## config.mk

```make
export PLATFORM = sky130hd
export DESIGN_NAME = icmp_echo_probe_statistics_top
export DESIGN_NICKNAME = d
export VERILOG_FILES = /design/src/hdl/iceps_pkg.sv /design/src/hdl/iceps_ctrl.sv /design/src/hdl/iceps_dp.sv /design/src/hdl/icmp_echo_probe_statistics_top.sv
export SDC_FILE = /design/constraint.sdc
export NUM_CORES = 1
export LEC_CHECK = 0
export ABC_AREA = 1
export BUFFER_PORTS_ARGS = -buffer_cell sky130_fd_sc_hd__buf_2
export CAP_MARGIN = 5
export CORE_MARGIN = 2
export CORE_UTILIZATION = 55
export CTS_CLUSTER_SIZE = 25
export DETAILED_ROUTE_END_ITERATION = 7
export PLACE_DENSITY = 0.75
export SETUP_SLACK_MARGIN = 0.2
export SYNTH_ARGS = -nofsm -noshare
export SYNTH_HDL_FRONTEND = slang
export SYNTH_HIERARCHICAL = 1
export SYNTH_SLANG_ARGS = --single-unit
```

## constraint.sdc

```tcl
create_clock -name clock -period 14.3 [get_ports clock]
set_input_delay 1.43 -clock clock [delete_from_list [all_inputs] [get_ports clock]]
set_output_delay 1.43 -clock clock [all_outputs]
set_load 0.03 [all_outputs]
```

## src/hdl/iceps_pkg.sv

```systemverilog
`timescale 1ns / 1ps
// ---------------------------------------------------------------------------
// ICMP echo probe statistics - shared definitions
// Types, codes and constants used by the controller, datapath and top level.
// ---------------------------------------------------------------------------
package iceps_pkg;

   localparam int unsigned MIN_REPLY_LEN   = 76;
   localparam int unsigned TIMEOUT_RESET   = 1000;
   localparam int unsigned SUM_WIDTH       = 48;
   localparam int unsigned DIV_STEPS       = SUM_WIDTH;
   localparam int unsigned DIV_CNT_WIDTH   = $clog2(DIV_STEPS);
   localparam logic [15:0] REPLIES_MAX     = 16'hFFFF;
   localparam int unsigned REQ_DATA_WIDTH  = 136;
   localparam int unsigned RSP_DATA_WIDTH  = 216;

   typedef enum logic [1:0] {
      ACT_TIME   = 2'd0,
      ACT_PACKET = 2'd1,
      ACT_START  = 2'd2,
      ACT_NONE   = 2'd3
   } action_type;

   typedef enum logic [1:0] {
      REG_TARGET  = 2'd0,
      REG_COUNT   = 2'd1,
      REG_TIMEOUT = 2'd2,
      REG_SPARE   = 2'd3
   } csr_index_type;

   typedef enum logic [1:0] {
      PH_IDLE  = 2'd0,
      PH_PROBE = 2'd1,
      PH_FINAL = 2'd2,
      PH_DONE  = 2'd3
   } phase_type;

   typedef struct packed {
      action_type  action;
      logic [31:0] now_ms;
      logic [31:0] from_addr;
      logic [15:0] packet_length;
      logic [7:0]  icmp_kind;
      logic [15:0] echoed_seq;
      logic [31:0] echoed_stamp_ms;
   } req_item_type;

   typedef struct packed {
      logic        send_probe;
      logic [15:0] probe_seq;
      logic        reply_counted;
      logic [15:0] reply_seq;
      logic [15:0] reply_length;
      logic [31:0] trip_ms;
      logic [15:0] success_count;
      logic [15:0] fail_count;
      logic [31:0] avg_trip_ms;
      logic [31:0] min_trip_ms;
      logic [31:0] max_trip_ms;
      logic        done_res;
   } rsp_item_type;

   typedef struct packed {
      logic load_item;
      logic exec;
      logic div_step;
      logic div_last;
      logic load_out;
   } ctl_cmd_type;

   typedef struct packed {
      logic reply_hit;
   } ctl_stat_type;

endpackage

```

## src/hdl/iceps_ctrl.sv

```systemverilog
`timescale 1ns / 1ps
// ---------------------------------------------------------------------------
// ICMP echo probe statistics - controller
// Sequences item capture, update, the average division and the result
// register hand-off.
// ---------------------------------------------------------------------------
module iceps_ctrl
   import iceps_pkg::*;
(
   input  logic         clock,
   input  logic         reset,
   input  logic         req_tvalid,
   output logic         req_tready,
   output logic         rsp_tvalid,
   input  logic         rsp_tready,
   output ctl_cmd_type  cmd,
   input  ctl_stat_type stat
);

   typedef enum logic [3:0] {
      ST_IDLE  = 4'b0001,
      ST_EXEC  = 4'b0010,
      ST_DIV   = 4'b0100,
      ST_WRITE = 4'b1000
   } state_type;

   state_type                state_ff, state_in;
   logic [DIV_CNT_WIDTH-1:0] cnt_ff, cnt_in;
   logic                     valid_ff, valid_in;
   logic                     out_free;

   assign req_tready = (state_ff == ST_IDLE);
   assign rsp_tvalid = valid_ff;
   assign out_free   = !valid_ff || rsp_tready;

   always_comb begin
      state_in = state_ff;
      cnt_in   = cnt_ff;
      valid_in = valid_ff && !rsp_tready;
      cmd      = '0;
      unique case (state_ff)
         ST_IDLE: begin
            if (req_tvalid) begin
               cmd.load_item = 1'b1;
               state_in      = ST_EXEC;
            end
         end
         ST_EXEC: begin
            cmd.exec = 1'b1;
            cnt_in   = '0;
            state_in = stat.reply_hit ? ST_DIV : ST_WRITE;
         end
         ST_DIV: begin
            cmd.div_step = 1'b1;
            cnt_in       = cnt_ff + 1'b1;
            if (cnt_ff == DIV_CNT_WIDTH'(DIV_STEPS - 1)) begin
               cmd.div_last = 1'b1;
               state_in     = ST_WRITE;
            end
         end
         ST_WRITE: begin
            if (out_free) begin
               cmd.load_out = 1'b1;
               valid_in     = 1'b1;
               state_in     = ST_IDLE;
            end
         end
         default: state_in = ST_IDLE;
      endcase
   end

   always_ff @(posedge clock) begin
      if (reset) begin
         state_ff <= ST_IDLE;
         cnt_ff   <= '0;
         valid_ff <= 1'b0;
      end else begin
         state_ff <= state_in;
         cnt_ff   <= cnt_in;
         valid_ff <= valid_in;
      end
   end

endmodule

```

## src/hdl/iceps_dp.sv

```systemverilog
`timescale 1ns / 1ps
// ---------------------------------------------------------------------------
// ICMP echo probe statistics - datapath
// Configuration, run state, statistics, restoring divider for the average
// and the result register.
// ---------------------------------------------------------------------------
module iceps_dp
   import iceps_pkg::*;
(
   input  logic          clock,
   input  logic          reset,
   input  logic          csr_we,
   input  csr_index_type csr_index,
   input  logic [31:0]   csr_wdata,
   input  req_item_type  req_item,
   input  ctl_cmd_type   cmd,
   output ctl_stat_type  stat,
   output rsp_item_type  rsp_item
);

   logic [31:0]          target_ff, target_in;
   logic [15:0]          count_ff, count_in;
   logic [15:0]          timeout_ff, timeout_in;

   req_item_type         item_ff, item_in;

   phase_type            phase_ff, phase_in;
   logic [15:0]          left_ff, left_in;
   logic [31:0]          deadline_ff, deadline_in;
   logic [15:0]          sent_ff, sent_in;
   logic [15:0]          replies_ff, replies_in;
   logic [SUM_WIDTH-1:0] sum_ff, sum_in;
   logic [31:0]          avg_ff, avg_in;
   logic [31:0]          min_ff, min_in;
   logic [31:0]          max_ff, max_in;

   logic                 send_ff, send_in;
   logic [15:0]          pseq_ff, pseq_in;
   logic                 counted_ff, counted_in;
   logic [15:0]          rseq_ff, rseq_in;
   logic [15:0]          rlen_ff, rlen_in;
   logic [31:0]          trip_ff, trip_in;

   logic [15:0]          rem_ff, rem_in;
   logic [SUM_WIDTH-1:0] quo_ff, quo_in;

   rsp_item_type         out_ff, out_in;

   logic [31:0]          trip;
   logic                 hit;
   logic                 in_run;
   logic [16:0]          trial;
   logic [16:0]          shifted;

   assign trip   = item_ff.now_ms - item_ff.echoed_stamp_ms;
   assign in_run = (phase_ff == PH_PROBE) || (phase_ff == PH_FINAL);
   assign hit    = (item_ff.action == ACT_PACKET) && in_run
                   && (item_ff.from_addr == target_ff)
                   && (item_ff.packet_length >= 16'(MIN_REPLY_LEN))
                   && (item_ff.icmp_kind == 8'd0);

   assign stat.reply_hit = hit;
   assign rsp_item       = out_ff;

   // one quotient bit per step
   assign shifted = {rem_ff, quo_ff[SUM_WIDTH-1]};
   assign trial   = shifted - {1'b0, replies_ff};

   always_comb begin
      target_in  = target_ff;
      count_in   = count_ff;
      timeout_in = timeout_ff;
      if (csr_we) begin
         unique case (csr_index)
            REG_TARGET:  target_in  = csr_wdata;
            REG_COUNT:   count_in   = csr_wdata[15:0];
            REG_TIMEOUT: timeout_in = csr_wdata[15:0];
            REG_SPARE:   ;
            default:     ;
         endcase
      end
   end

   assign item_in = cmd.load_item ? req_item : item_ff;

   always_comb begin
      phase_in    = phase_ff;
      left_in     = left_ff;
      deadline_in = deadline_ff;
      sent_in     = sent_ff;
      replies_in  = replies_ff;
      sum_in      = sum_ff;
      avg_in      = avg_ff;
      min_in      = min_ff;
      max_in      = max_ff;
      send_in     = send_ff;
      pseq_in     = pseq_ff;
      counted_in  = counted_ff;
      rseq_in     = rseq_ff;
      rlen_in     = rlen_ff;
      trip_in     = trip_ff;
      rem_in      = rem_ff;
      quo_in      = quo_ff;

      if (cmd.exec) begin
         send_in    = 1'b0;
         pseq_in    = '0;
         counted_in = 1'b0;
         rseq_in    = '0;
         rlen_in    = '0;
         trip_in    = '0;
         unique case (item_ff.action)
            ACT_START: begin
               left_in     = count_ff;
               deadline_in = item_ff.now_ms;
               sent_in     = '0;
               replies_in  = '0;
               sum_in      = '0;
               avg_in      = '0;
               min_in      = '0;
               max_in      = '0;
               phase_in    = (count_ff != 16'd0) ? PH_PROBE : PH_DONE;
            end
            ACT_TIME: begin
               if (phase_ff == PH_PROBE && deadline_ff < item_ff.now_ms
                   && left_ff != 16'd0) begin
                  sent_in     = sent_ff + 16'd1;
                  send_in     = 1'b1;
                  pseq_in     = sent_ff + 16'd1;
                  deadline_in = item_ff.now_ms + {16'd0, timeout_ff};
                  left_in     = left_ff - 16'd1;
                  if (left_ff == 16'd1) begin
                     phase_in = PH_FINAL;
                  end
               end else if (phase_ff == PH_FINAL && deadline_ff < item_ff.now_ms) begin
                  phase_in = PH_DONE;
               end
            end
            ACT_PACKET: begin
               if (hit) begin
                  counted_in = 1'b1;
                  rseq_in    = item_ff.echoed_seq;
                  rlen_in    = item_ff.packet_length;
                  trip_in    = trip;
                  if (replies_ff != REPLIES_MAX) begin
                     replies_in = replies_ff + 16'd1;
                  end
                  sum_in = sum_ff + {{(SUM_WIDTH-32){1'b0}}, trip};
                  if (min_ff == 32'd0 || trip < min_ff) begin
                     min_in = trip;
                  end
                  if (trip > max_ff) begin
                     max_in = trip;
                  end
                  rem_in = '0;
                  quo_in = sum_in;
               end
               if (phase_ff == PH_FINAL) begin
                  phase_in = PH_DONE;
               end
            end
            ACT_NONE: ;
            default:  ;
         endcase
      end

      if (cmd.div_step) begin
         if (!trial[16]) begin
            rem_in = trial[15:0];
         end else begin
            rem_in = shifted[15:0];
         end
         quo_in = {quo_ff[SUM_WIDTH-2:0], !trial[16]};
         if (cmd.div_last) begin
            avg_in = quo_in[31:0];
         end
      end
   end

   always_comb begin
      out_in = out_ff;
      if (cmd.load_out) begin
         out_in.send_probe    = send_ff;
         out_in.probe_seq     = pseq_ff;
         out_in.reply_counted = counted_ff;
         out_in.reply_seq     = rseq_ff;
         out_in.reply_length  = rlen_ff;
         out_in.trip_ms       = trip_ff;
         out_in.success_count = replies_ff;
         out_in.fail_count    = sent_ff - replies_ff;
         out_in.avg_trip_ms   = avg_ff;
         out_in.min_trip_ms   = min_ff;
         out_in.max_trip_ms   = max_ff;
         out_in.done_res      = (phase_ff == PH_DONE);
      end
   end

   always_ff @(posedge clock) begin
      if (reset) begin
         target_ff   <= '0;
         count_ff    <= '0;
         timeout_ff  <= 16'(TIMEOUT_RESET);
         phase_ff    <= PH_IDLE;
         left_ff     <= '0;
         deadline_ff <= '0;
         sent_ff     <= '0;
         replies_ff  <= '0;
         sum_ff      <= '0;
         avg_ff      <= '0;
         min_ff      <= '0;
         max_ff      <= '0;
      end else begin
         target_ff   <= target_in;
         count_ff    <= count_in;
         timeout_ff  <= timeout_in;
         phase_ff    <= phase_in;
         left_ff     <= left_in;
         deadline_ff <= deadline_in;
         sent_ff     <= sent_in;
         replies_ff  <= replies_in;
         sum_ff      <= sum_in;
         avg_ff      <= avg_in;
         min_ff      <= min_in;
         max_ff      <= max_in;
      end
   end

   always_ff @(posedge clock) begin
      item_ff    <= item_in;
      send_ff    <= send_in;
      pseq_ff    <= pseq_in;
      counted_ff <= counted_in;
      rseq_ff    <= rseq_in;
      rlen_ff    <= rlen_in;
      trip_ff    <= trip_in;
      rem_ff     <= rem_in;
      quo_ff     <= quo_in;
      out_ff     <= out_in;
   end

endmodule

```

## src/hdl/icmp_echo_probe_statistics_top.sv

```systemverilog
`timescale 1ns / 1ps
// Sequence: an item is captured and updated, a counted reply then has its
//   average taken by a 48-step restoring divider, and the result is loaded.
// Flow: one item at a time, the next taken once the last result is loaded,
//   which waits for a free output register; a result waits there meanwhile.
// Reset: synchronous, clears run state, statistics and the result register
//   valid; the timeout register returns to 1000 ms.
// ---------------------------------------------------------------------------
// ICMP echo probe statistics - top level
// Echo probe sequencer with round-trip statistics on stream channels.
// ---------------------------------------------------------------------------
module icmp_echo_probe_statistics_top
   import iceps_pkg::*;
(
   input  logic                      clock,
   input  logic                      reset,
   input  logic                      req_tvalid,
   output logic                      req_tready,
   // now_ms, from_addr, packet_length, icmp_kind, echoed_seq, echoed_stamp_ms
   input  logic [REQ_DATA_WIDTH-1:0] req_tdata,
   // action
   input  logic [1:0]                req_tuser,
   output logic                      rsp_tvalid,
   input  logic                      rsp_tready,
   // send_probe, probe_seq, reply_counted, reply_seq, reply_length, trip_ms,
   // success_count, fail_count, avg_trip_ms, min_trip_ms, max_trip_ms,
   // done_res, zero padding
   output logic [RSP_DATA_WIDTH-1:0] rsp_tdata,
   input  logic                      csr_we,
   input  logic [1:0]                csr_index,
   input  logic [31:0]               csr_wdata
);

   ctl_cmd_type  cmd;
   ctl_stat_type stat;
   req_item_type req_item;
   rsp_item_type rsp_item;

   assign req_item.action          = action_type'(req_tuser);
   assign req_item.now_ms          = req_tdata[31:0];
   assign req_item.from_addr       = req_tdata[63:32];
   assign req_item.packet_length   = req_tdata[79:64];
   assign req_item.icmp_kind       = req_tdata[87:80];
   assign req_item.echoed_seq      = req_tdata[103:88];
   assign req_item.echoed_stamp_ms = req_tdata[135:104];

   assign rsp_tdata = {5'd0,
                       rsp_item.done_res,
                       rsp_item.max_trip_ms,
                       rsp_item.min_trip_ms,
                       rsp_item.avg_trip_ms,
                       rsp_item.fail_count,
                       rsp_item.success_count,
                       rsp_item.trip_ms,
                       rsp_item.reply_length,
                       rsp_item.reply_seq,
                       rsp_item.reply_counted,
                       rsp_item.probe_seq,
                       rsp_item.send_probe};

   iceps_ctrl u_ctrl (
      .clock      (clock),
      .reset      (reset),
      .req_tvalid (req_tvalid),
      .req_tready (req_tready),
      .rsp_tvalid (rsp_tvalid),
      .rsp_tready (rsp_tready),
      .cmd        (cmd),
      .stat       (stat)
   );

   iceps_dp u_dp (
      .clock     (clock),
      .reset     (reset),
      .csr_we    (csr_we),
      .csr_index (csr_index_type'(csr_index)),
      .csr_wdata (csr_wdata),
      .req_item  (req_item),
      .cmd       (cmd),
      .stat      (stat),
      .rsp_item  (rsp_item)
   );

endmodule

```

==> flow_metrics.env <==
export IMPL_cts_setup_buffers=0
export IMPL_syn_area_um2=39600
export IMPL_clk_latency_ns=0.64
export IMPL_antenna_found_initial=10
export IMPL_tightest_slew_ns=1.11
export IMPL_cap_violations=0
export IMPL_die_h_um=272
export IMPL_rsz0062_at_grt="no"
export IMPL_power_density_nw_per_um2=129
export IMPL_syn_to_final_growth_pct=14.2
export IMPL_drive_above_1_share=0.121
export IMPL_final_common_cell="nand2_1"
export IMPL_clock_sinks=796
export IMPL_final_cell_mix="nand2_1 (1000), nor2_1 (508), inv_1 (500)"
export IMPL_crit_type="reg2reg"
export IMPL_peakVddDrop_mv=0.109
export IMPL_wl_met1_mm=47.7
export IMPL_clkTransAtPathRegs_ns=0.06
export IMPL_hold_viol=0
export IMPL_hold_class="reg2reg"
export IMPL_maxSlewViolCount=0
export IMPL_top_layer="met5"
export IMPL_yosys_warnings=6
export IMPL_met3WireLength_mm=8.25
export IMPL_grt_overflow_total=0
export IMPL_port_buffers=389
export IMPL_setup_viol=0
export IMPL_finalSetupTns_ns=0
export IMPL_synth_seq_cells=796
export IMPL_cts_repair_resized=0
export IMPL_tritoncts="done"
export IMPL_ys_flop_type="edfxtp_1"
export IMPL_htreeDepth=3
export IMPL_core_area_um2=71400
export IMPL_ant_nets=0
export IMPL_final_net_count=5314
export IMPL_ios=395
export IMPL_synth_edf_count=495
export IMPL_drt_iter0_markers=3098
export IMPL_avgRoutedWirePerCell_um=18.9
export IMPL_drt_first_pass_iters=6
export IMPL_relSlewSlack=0.258
export IMPL_arrival_ns=5.93
export IMPL_cts_hold_buf=0
export IMPL_fin_skew_ns=0.0190
export IMPL_post_synth_inst_count=4558
export IMPL_fin_crit_sh=0.378
export IMPL_vias=32800
export IMPL_hpwl_mm=83.2
export IMPL_start_kind="flip-flop"
export IMPL_fmax_mhz=185
export IMPL_drt_wl_total_mm=112
export IMPL_seq_area_frac_synth=0.527
export IMPL_cts_buffer_depth=3
export IMPL_grt_max_degree=89
export IMPL_die_area_um2=74200
export IMPL_required_ns=14.82
export IMPL_grt_first_pass_wirelength_mm=172
export IMPL_whs_ns=0.412
export IMPL_drc_errors=0
export IMPL_start_util=0.555
export IMPL_cp_end_kind="flip-flop"
export IMPL_fp_row_count=98
export IMPL_period_minus_slack_ns=5.41
export IMPL_syn_area_per_cell_um2=8.69
export IMPL_die_w_um=272
export IMPL_critical_path_max_fanout=36
export IMPL_numCtsBuffers=83
export IMPL_met2_length_mm=52.0
export IMPL_status="finished clean"
export IMPL_leakagePower_nw=19.0
export IMPL_async_flop_share=0
export IMPL_grt_usage=0.298
export IMPL_synth_cell_types=54
export IMPL_grt_pass1_vias=30700
export IMPL_vias_per_cell=5.52
export IMPL_cts_root_buf="clkbuf_16"
export IMPL_gp_congestion=1.01
==> logic make-up (layout without fill, tap and decap cells) <==
family	after synthesis	count (layout)	synth area share
adders and majority gates	218	218	0.0698
DFF	796	796	0.527
buffers and inverters	656	1083	0.0646
other	1	15	0.0000946
and+or+nand+nor	2050	2050	0.217
AOI/OAI and AO/OA	718	718	0.0955
xor gates and xnor gates	119	119	0.0263
==> critical path: stages (launching register included) <==
cell      delay (ns)
edfxtp_1        0.49
ha_1            0.41
nand2_1         0.11
o21ai_0         0.32
nand2_1         0.10
nand3_1         0.19
nand2_1         0.08
nand2_1         0.15
nand3_1         0.12
nand2_1         0.08
nand2_1         0.06
nand2_1         0.10
inv_1           0.12
ha_1            0.32
nand2_1         0.07
nor2_1          0.15
nand4_1         0.12
nor3_1          0.24
nand2_1         0.09
nand2_1         0.06
nand2_1         0.04
nand2_1         0.75
nand2_2         0.72
a21oi_1         0.31
nor2_1          0.06
==> area by class of cell <==
| type | instances | area [um2] |
|---|---|---|
| sequential | 796 | 20900 |
| antenna | 10 | 25.0 |
| timing repair buffer | 419 | 2170 |
| inverter | 509 | 1920 |
| clock buffer | 104 | 2250 |
| clock inverter | 51 | 572 |
| multi-input combinational | 3110 | 16200 |
| tap | 950 | 1190 |
| fill | 6054 | 26100 |
==> final timing paths <==
path                                       start                           end  slack (ns)  cells past startpoint
setup reg to reg     u_dp/item_ff[110]$_DFFE_PP_  u_dp/max_ff[30]$_SDFFE_PP0P_        8.89                     24
hold / removal    u_dp/trip_ff[21]$_SDFFCE_PN0P_  u_dp/rsp_item[150]$_DFFE_PP_        0.41                      0
hold reg to reg   u_dp/trip_ff[21]$_SDFFCE_PN0P_  u_dp/rsp_item[150]$_DFFE_PP_        0.41                      0
setup / recovery     u_dp/item_ff[110]$_DFFE_PP_  u_dp/max_ff[30]$_SDFFE_PP0P_        8.89                     24
==> where the power goes <==
| group | internal (W) | total [W] | switching, W |
|---|---|---|---|
| Combinational | 0.000309 | 0.00104 | 0.000733 |
| Clock | 0.00128 | 0.00220 | 0.000923 |
| Sequential | 0.00253 | 0.00257 | 0.0000437 |
==> metrics by stage <==
stage	instance area, um2	power (W)	setup slack, ns	util	instances
2_1_floorplan	39600	0.00330	3.30	-	4562
3_3_place_gp	42400	0.00363	9.15	0.594	5784
3_5_place_dp	42400	0.00364	9.02	0.594	5784
4_1_cts	45200	0.00583	9.01	0.634	5939
5_1_grt	45200	0.00605	8.35	0.634	5948
6_report	45200	0.00581	8.89	0.634	5949
==> Yosys cell counts, types with 3 or more instances <==
master / instances / area share
buf_1: 20 / 0.0019
a31oi_1: 12 / 0.0019
a21oi_1: 429 / 0.054
o21ai_0: 205 / 0.026
o211ai_1: 6 / 0.0011
nand2_1: 1003 / 0.095
a211oi_1: 5 / 0.00095
nand4_1: 52 / 0.0082
nand3b_1: 10 / 0.0019
buf_6: 4 / 0.0011
nand3_1: 348 / 0.044
ha_1: 213 / 0.067
clkbuf_1: 81 / 0.0077
and2_1: 8 / 0.0013
or2_2: 13 / 0.0021
clkinv_1: 3 / 0.00028
a21o_1: 12 / 0.0023
buf_4: 6 / 0.0011
nor4_1: 23 / 0.0036
nor2_1: 511 / 0.048
o31ai_1: 5 / 0.00095
a21boi_0: 7 / 0.0013
o21a_1: 7 / 0.0013
buf_2: 35 / 0.0044
edfxtp_1: 495 / 0.38
nand2_2: 4 / 0.00063
nand3_2: 3 / 0.00076
inv_1: 501 / 0.047
fa_1: 5 / 0.0025
nor3_1: 60 / 0.0076
xor2_1: 81 / 0.018
dfxtp_1: 301 / 0.15
o21bai_1: 14 / 0.0027
inv_2: 4 / 0.00038
xnor2_1: 38 / 0.0084
nor2_2: 6 / 0.00095
o22ai_1: 7 / 0.0011
==> flip-flops by register name (all words and copies together) (netlist names), 2 cells and up <==
register	count
u_ctrl/cnt_ff	6
u_ctrl/state_ff	4
u_dp/avg_ff	32
u_dp/count_ff	16
u_dp/deadline_ff	32
u_dp/item_ff	138
u_dp/left_ff	16
u_dp/max_ff	32
u_dp/min_ff	32
u_dp/phase_ff	2
u_dp/pseq_ff	16
u_dp/quo_ff	48
u_dp/rem_ff	16
u_dp/replies_ff	16
u_dp/rlen_ff	16
u_dp/rseq_ff	16
u_dp/rsp_item	211
u_dp/sent_ff	16
u_dp/sum_ff	48
u_dp/target_ff	32
u_dp/timeout_ff	16
u_dp/trip_ff	32
==> per-layer routing <==
layer,vias up,GRT usage
met5,-,0
met4,2,0.114
met3,209,0.0423
met2,1287,0.480
met1,15300,0.408
li1,16000,-
(Power assumes the default switching activity.)
